`src/design/rdc_pkg.sv`:
```
`timescale 1ns / 1ps

package rdc_pkg;

	// Field widths
	localparam int VALUE_W = 31;
	localparam int RADIX_W = 5;
	localparam int DIGIT_W = 4;
	localparam int CHAR_W  = 7;

	// Digit stack sizing
	localparam int STACK_DEPTH = 32;
	localparam int STK_AW      = $clog2(STACK_DEPTH);
	localparam int STK_CW      = $clog2(STACK_DEPTH + 1);

	// Divider: DIV_BITS quotient bits per cycle
	localparam int DIV_BITS = 8;
	localparam int DIV_CYC  = (VALUE_W + DIV_BITS - 1) / DIV_BITS;
	localparam int DIV_W    = DIV_CYC * DIV_BITS;
	localparam int DIV_CW   = (DIV_CYC > 1) ? $clog2(DIV_CYC) : 1;

	// Radix limits
	localparam logic [RADIX_W-1:0] RADIX_MIN   = RADIX_W'(2);
	localparam logic [RADIX_W-1:0] RADIX_MAX   = RADIX_W'(16);
	localparam logic [RADIX_W-1:0] RADIX_RESET = RADIX_W'(10);

	// ASCII codes
	localparam logic [CHAR_W-1:0]  ASC_ZERO = 7'h30;
	localparam logic [CHAR_W-1:0]  ASC_A    = 7'h41;
	localparam logic [DIGIT_W-1:0] DEC_TEN  = DIGIT_W'(10);

	// Stack command from the sequencer
	typedef struct packed {
		logic               push;
		logic               pop;
		logic [DIGIT_W-1:0] wdata;
	} stk_cmd_t;

	// Stack status back to the sequencer
	typedef struct packed {
		logic empty;
		logic full;
	} stk_stat_t;

	// Clamp the programmed radix to 2..16
	function automatic logic [RADIX_W-1:0] eff_radix(input logic [RADIX_W-1:0] r);
		logic [RADIX_W-1:0] res;
		if (r < RADIX_MIN) begin
			res = RADIX_MIN;
		end else if (r > RADIX_MAX) begin
			res = RADIX_MAX;
		end else begin
			res = r;
		end
		return res;
	endfunction

	// Map a digit to '0'..'9' or 'A'..'F'
	function automatic logic [CHAR_W-1:0] digit_to_ascii(input logic [DIGIT_W-1:0] d);
		logic [CHAR_W-1:0] res;
		if (d >= DEC_TEN) begin
			res = ASC_A + CHAR_W'(d - DEC_TEN);
		end else begin
			res = ASC_ZERO + CHAR_W'(d);
		end
		return res;
	endfunction

endpackage

```
`src/design/radix_digit_converter_unit.sv`:
```
`timescale 1ns / 1ps
// Channel   Handshake              Payload
// input     in_valid / in_ready    value[30:0]
// output    out_valid / out_ready  digit_char[6:0], last_digit
// config    cfg_wr_en              cfg_wr_data[4:0] (radix)
//
// Each digit is one restoring divide in the shared divider, then a hand-off
// that pushes the remainder; each character is popped through the digit
// stack's registered read (ST_POP_RD, ST_POP_LD, ST_POP_WAIT). An item has
// D digits, with D in 1..31.
// in_ready is high only while idle; a stalled output holds the sequencer.
// Reset clears the sequencer, the stack count and sets radix to 10.

module radix_digit_converter_unit (
	input  logic                        clk,
	input  logic                        arst_n,
	input  logic                        in_valid,
	output logic                        in_ready,
	input  logic [rdc_pkg::VALUE_W-1:0] value,
	output logic                        out_valid,
	input  logic                        out_ready,
	output logic [rdc_pkg::CHAR_W-1:0]  digit_char,
	output logic                        last_digit,
	input  logic                        cfg_wr_en,
	input  logic [rdc_pkg::RADIX_W-1:0] cfg_wr_data
);
	import rdc_pkg::*;

	typedef enum logic [2:0] {
		ST_IDLE,
		ST_DIV,
		ST_POP_RD,
		ST_POP_LD,
		ST_POP_WAIT
	} state_t;

	state_t             state_q;
	logic [RADIX_W-1:0] radix_q;
	logic               out_valid_q;
	logic [CHAR_W-1:0]  char_q;
	logic               last_q;

	logic               in_acc;
	logic               div_start;
	logic [VALUE_W-1:0] div_dividend;
	logic               div_done;
	logic [VALUE_W-1:0] div_quot;
	logic [DIGIT_W-1:0] div_rem;
	logic               more;
	stk_cmd_t           stk_cmd;
	stk_stat_t          stk_stat;
	logic [DIGIT_W-1:0] stk_rdata;

	// Radix register
	always_ff @(posedge clk or negedge arst_n) begin
		if (!arst_n) begin
			radix_q <= RADIX_RESET;
		end else if (cfg_wr_en) begin
			radix_q <= cfg_wr_data;
		end
	end

	assign in_ready = (state_q == ST_IDLE);
	assign in_acc   = in_valid && in_ready;
	assign more     = (div_quot != '0);

	// Start a divide on accept, and again while the quotient is nonzero
	assign div_start    = in_acc || (state_q == ST_DIV && div_done && more);
	assign div_dividend = (state_q == ST_IDLE) ? value : div_quot;

	// Push each remainder, pop one digit per character
	always_comb begin
		stk_cmd.push  = (state_q == ST_DIV) && div_done;
		stk_cmd.pop   = (state_q == ST_POP_RD);
		stk_cmd.wdata = div_rem;
	end

	rdc_divider u_div (
		.clk       (clk),
		.arst_n    (arst_n),
		.start     (div_start),
		.dividend  (div_dividend),
		.divisor   (eff_radix(radix_q)),
		.done      (div_done),
		.quotient  (div_quot),
		.remainder (div_rem)
	);

	rdc_digit_stack u_stack (
		.clk    (clk),
		.arst_n (arst_n),
		.cmd    (stk_cmd),
		.stat   (stk_stat),
		.rdata  (stk_rdata)
	);

	// Sequencer and output register
	always_ff @(posedge clk or negedge arst_n) begin
		if (!arst_n) begin
			state_q     <= ST_IDLE;
			out_valid_q <= 1'b0;
			char_q      <= '0;
			last_q      <= 1'b0;
		end else begin
			case (state_q)
				ST_IDLE: begin
					if (in_acc) begin
						state_q <= ST_DIV;
					end
				end
				ST_DIV: begin
					if (div_done && !more) begin
						state_q <= ST_POP_RD;
					end
				end
				ST_POP_RD: begin
					state_q <= ST_POP_LD;
				end
				ST_POP_LD: begin
					char_q      <= digit_to_ascii(stk_rdata);
					last_q      <= stk_stat.empty;
					out_valid_q <= 1'b1;
					state_q     <= ST_POP_WAIT;
				end
				ST_POP_WAIT: begin
					if (out_ready) begin
						out_valid_q <= 1'b0;
						state_q     <= last_q ? ST_IDLE : ST_POP_RD;
					end
				end
				default: begin
					state_q     <= ST_IDLE;
					out_valid_q <= 1'b0;
				end
			endcase
		end
	end

	assign out_valid  = out_valid_q;
	assign digit_char = char_q;
	assign last_digit = last_q;

endmodule

```
`src/design/rdc_divider.sv`:
```
`timescale 1ns / 1ps

module rdc_divider (
	input  logic                        clk,
	input  logic                        arst_n,
	input  logic                        start,
	input  logic [rdc_pkg::VALUE_W-1:0] dividend,
	input  logic [rdc_pkg::RADIX_W-1:0] divisor,
	output logic                        done,
	output logic [rdc_pkg::VALUE_W-1:0] quotient,
	output logic [rdc_pkg::DIGIT_W-1:0] remainder
);
	import rdc_pkg::*;

	logic                busy_q;
	logic                done_q;
	logic [DIV_CW-1:0]   cnt_q;
	logic [DIV_W-1:0]    work_q;
	logic [RADIX_W-1:0]  rem_q;
	logic [DIV_W-1:0]    work_n;
	logic [RADIX_W-1:0]  rem_n;
	logic [RADIX_W:0]    trial;

	// Restoring division, DIV_BITS quotient bits per cycle
	always_comb begin
		work_n = work_q;
		rem_n  = rem_q;
		trial  = '0;
		for (int i = 0; i < DIV_BITS; i++) begin
			trial  = {rem_n, work_n[DIV_W-1]};
			work_n = {work_n[DIV_W-2:0], 1'b0};
			if (trial >= {1'b0, divisor}) begin
				rem_n     = RADIX_W'(trial - {1'b0, divisor});
				work_n[0] = 1'b1;
			end else begin
				rem_n = trial[RADIX_W-1:0];
			end
		end
	end

	// Load on start, iterate while busy, pulse done at the end
	always_ff @(posedge clk or negedge arst_n) begin
		if (!arst_n) begin
			busy_q <= 1'b0;
			done_q <= 1'b0;
			cnt_q  <= '0;
		end else begin
			done_q <= 1'b0;
			if (start) begin
				busy_q <= 1'b1;
				cnt_q  <= '0;
			end else if (busy_q) begin
				cnt_q <= cnt_q + DIV_CW'(1);
				if (cnt_q == DIV_CW'(DIV_CYC - 1)) begin
					busy_q <= 1'b0;
					done_q <= 1'b1;
				end
			end
		end
	end

	// Datapath registers
	always_ff @(posedge clk) begin
		if (start) begin
			work_q <= {(DIV_W - VALUE_W)'(0), dividend};
			rem_q  <= '0;
		end else if (busy_q) begin
			work_q <= work_n;
			rem_q  <= rem_n;
		end
	end

	assign done      = done_q;
	assign quotient  = work_q[VALUE_W-1:0];
	assign remainder = rem_q[DIGIT_W-1:0];

endmodule

```
`src/design/rdc_digit_stack.sv`:
```
`timescale 1ns / 1ps

module rdc_digit_stack (
	input  logic                        clk,
	input  logic                        arst_n,
	input  rdc_pkg::stk_cmd_t           cmd,
	output rdc_pkg::stk_stat_t          stat,
	output logic [rdc_pkg::DIGIT_W-1:0] rdata
);
	import rdc_pkg::*;

	logic [DIGIT_W-1:0] mem [STACK_DEPTH];
	logic [STK_CW-1:0]  count_q;
	logic [STK_CW-1:0]  top_idx;
	logic [DIGIT_W-1:0] rdata_q;
	logic               full;

	assign full    = (count_q == STK_CW'(STACK_DEPTH));
	assign top_idx = count_q - STK_CW'(1);

	// Track fill level; drop a push when full
	always_ff @(posedge clk or negedge arst_n) begin
		if (!arst_n) begin
			count_q <= '0;
		end else if (cmd.push && !full) begin
			count_q <= count_q + STK_CW'(1);
		end else if (cmd.pop && count_q != '0) begin
			count_q <= top_idx;
		end
	end

	// Write on push, registered read on pop
	always_ff @(posedge clk) begin
		if (cmd.push && !full) begin
			mem[count_q[STK_AW-1:0]] <= cmd.wdata;
		end
		if (cmd.pop) begin
			rdata_q <= mem[top_idx[STK_AW-1:0]];
		end
	end

	assign stat.empty = (count_q == '0);
	assign stat.full  = full;
	assign rdata      = rdata_q;

endmodule
```
`config.mk`:
```
export PLATFORM = sky130hd
export DESIGN_NAME = radix_digit_converter_unit
export DESIGN_NICKNAME = d
export VERILOG_FILES = /design/src/design/rdc_pkg.sv /design/src/design/radix_digit_converter_unit.sv /design/src/design/rdc_divider.sv /design/src/design/rdc_digit_stack.sv
export SDC_FILE = /design/constraint.sdc
export NUM_CORES = 1
export LEC_CHECK = 0
export BUFFER_PORTS_ARGS = -buffer_cell sky130_fd_sc_hd__buf_4
export CAP_MARGIN = 20
export CORE_AREA = 5 5 156 158
export DETAILED_ROUTE_END_ITERATION = 10
export DIE_AREA = 0 0 161 163
export PLACE_DENSITY = 0.76
export SLEW_MARGIN = 20
export SYNTH_ARGS = -nofsm -noshare
export SYNTH_HDL_FRONTEND = slang
export SYNTH_SLANG_ARGS = --single-unit
export TNS_END_PERCENT = 20
```
`constraint.sdc`:
```
create_clock -name clk -period 14.12 [get_ports clk]
set_clock_uncertainty 0.15 [all_clocks]
set_input_delay 2.824 -clock clk [delete_from_list [all_inputs] [get_ports clk]]
set_output_delay 2.824 -clock clk [all_outputs]
set_load 0.02 [all_outputs]
```
==> results.cfg <==
[placement]
pre_cts_ws_ns = -0.138
gp_congestion = 0.892
dpl.hpwl_mm = 16.5
io_buffers = 50

[synth]
synth_flop_cell = edfxtp_1
synthArstFlopShare = 0.138
synthCells = 840
yosys_warnings = 0
ys_seq_area_frac = 0.543
synth_seq_cells = 196
synth.distinct_cells = 65
syn_area_um2 = 10500
synth-edff-count = 163
avgSynthCellArea_um2 = 12.5
syn_nets = 940

[setup_path]
end_kind = register
cp_slowest_cell = dfstp_2
max_stage_delay_ns = 0.55
cp_top_family = compound AO/OA/AOI/OAI gates
worstRegToRegCells = 67
reg2reg_setup_slack_ns = 0.93
crit_fanout = 15
crit_top_cell = a21oi_2
r2r_start = radix_q[1]
arrival_ns = 13.34
cp_num_buf_inv = 8
crit_required_ns = 14.27
r2r_end = u_div.rem_q[3]
critPathLaunchType = register
critical_path_class = register to register

[grt]
grt_pass1_wl_mm = 36.9
grt_util_all_layers = 0.180
grt_pass1_vias = 6895
grt_antenna_before_repair = 0
grt_max_degree = 47
grt_overflow = 0

[sta]
clock.fmax_mhz = 75.8
layout_setup_ws_ns = 0.934
tightest_slew_ns = 0.834
hold_violations = 0
finalCritPeriodShare = 0.934
setup_viol = 0
maxSlewViolCount = 0
slew_headroom = 0.440
period_needed_ns = 13.19

[route]
dr.pass1.iters = 5
num_vias = 6928
post_drt_wl_per_cell_um = 19.4
first_iter_violations = 576
ant_nets = 0
routed_wl_mm = 23.5
vias_per_cell = 5.73
drcViolationCount = 0

[final_layout]
synthToLayoutAreaGrowth_pct = 14.6
diodes = 0
final_common_cell = edfxtp_1
mostFrequentLayoutCells = 163 x edfxtp_1, 120 x nand2_1, 74 x buf_4, 67 x nor2_1, 50 x ha_1
fin_nets = 1007
drive_above_1_share = 0.223

[worst_hold_path]
holdPathStages = 1
worstHoldPathType = register to register
hold-path-endpoint = digit_char[6]
min_from = digit_char[6]

[clocking]
cts_buffers = 17
clk_path_buf_depth = 2
htreeDepth = 4
cts_tree = done
cts.sinks = 196
clockRootBuffer = clkbuf_16
insertion_delay_ns = 0.44
clk_pin_slew_ns = 0.07

[job]
drv_cap = 0

[floorplanning]
row_count = 56
io_pins = 51
dieArea_um2 = 26200
initial_core_util = 0.457
chipWidth_um = 161
die_h_um = 163
core_um2 = 23000

[run_status]
status = complete, no violations
worst max path at each step:
stage / startpoint / endpoint / slack, ns / depth (start not counted)
2_1_floorplan: radix_q[3] / u_div.rem_q[1] / 0.16 / 66
3_3_place_gp: radix_q[4] / u_div.rem_q[3] / 0.40 / 66
3_5_place_dp: radix_q[4] / u_div.rem_q[3] / -0.14 / 66
4_1_cts: radix_q[4] / u_div.rem_q[3] / 0.07 / 67
5_1_grt: radix_q[1] / u_div.rem_q[1] / -0.07 / 67
6_report: radix_q[1] / u_div.rem_q[3] / 0.93 / 67
sequential cells by signal (all words and copies together) (netlist names):
signal / count
digit_char: 7
last_digit: 1
out_valid: 1
radix_q: 5
state_q: 3
u_div.busy_q: 1
u_div.cnt_q: 2
u_div.done: 1
u_div.rem_q: 5
u_div.work_q: 32
u_stack.count_q: 6
u_stack.mem: 128
u_stack.rdata: 4
area by class of cell:
class / count / area (um2)
fill: 1922 / 11000
sequential: 196 / 5690
multi-input combinational: 577 / 4670
timing repair buffer: 75 / 567
clock buffer: 19 / 433
tap: 290 / 363
inverter: 40 / 150
clock inverter: 13 / 149
cell families (layout without fill, tap and decap cells):
family	count (synthesis)	count (layout)	share of synthesized area
xor gates and xnor gates	36	36	0.0300
AOI/OAI and AO/OA	138	138	0.0906
buffers and inverters	67	147	0.0248
and+or+nand+nor	273	273	0.118
muxes	71	71	0.118
DFF	196	196	0.543
adders and majority gates	59	59	0.0761
metrics by stage:
step	setup TNS (ns)	hold WS, ns	std cells	util	cell area (um2)
2_1_floorplan	0	0.309	840	-	10500
3_3_place_gp	0	0.314	1173	0.491	11300
3_5_place_dp	-0.615	0.326	1173	0.491	11300
4_1_cts	0	0.342	1207	0.517	11900
5_1_grt	-0.201	0.374	1210	0.523	12000
6_report	0	0.340	1210	0.523	12000
timing repair:
item	in CTS	in global routing
endpoints found under the hold margin	0	0
pin swaps	1	1
resized for setup	2	30
hold buffers	0	0
setup buffers	2	3
setup endpoints to repair	6	6
synth_stat cells, types with 3 or more instances:
library cell  instances  area (um2)
or2_2                 5        31.3
nand2_1             120         450
nor3_1               12        60.1
edfxtp_1            163        4890
dfrtp_1              25         626
mux2i_1              12         120
o21ai_0              31         155
nor4_1               10        62.6
a211oi_1              6        45.0
a21o_1               14         105
nor2_1               67         251
dfxtp_1               6         120
o22ai_1               4        25.0
ha_1                 51         638
nand3_1               9        45.0
fa_1                  8         160
nand3b_1              5        37.5
o221ai_1              4        35.0
o211ai_1              5        37.5
o22a_1                3        26.3
nand4_1               6        37.5
a21boi_0              6        45.0
and3_1                3        18.8
xnor2_1              22         193
a21oi_1              32         160
a31oi_1               4        25.0
xor2_1               14         123
o21a_1                5        37.5
nor2b_1               6        37.5
mux2_2               19         214
and2_1                6        37.5
clkbuf_1             22        82.6
buf_1                 3        11.3
mux4_2               40         901
nand2b_1             13        81.3
inv_1                39         146
layer usage:
metal,global-route usage,share of wire,wire length [um]
met1,0.234,0.42,9920
met2,0.301,0.50,11800
met3,0.0362,0.050,1160
met4,0.0675,0.025,579
met5,0,0,0
Power is left out: the tool's default activity adds up to more than one toggle a clock period on the data nets, which glitch-free logic cannot reach.
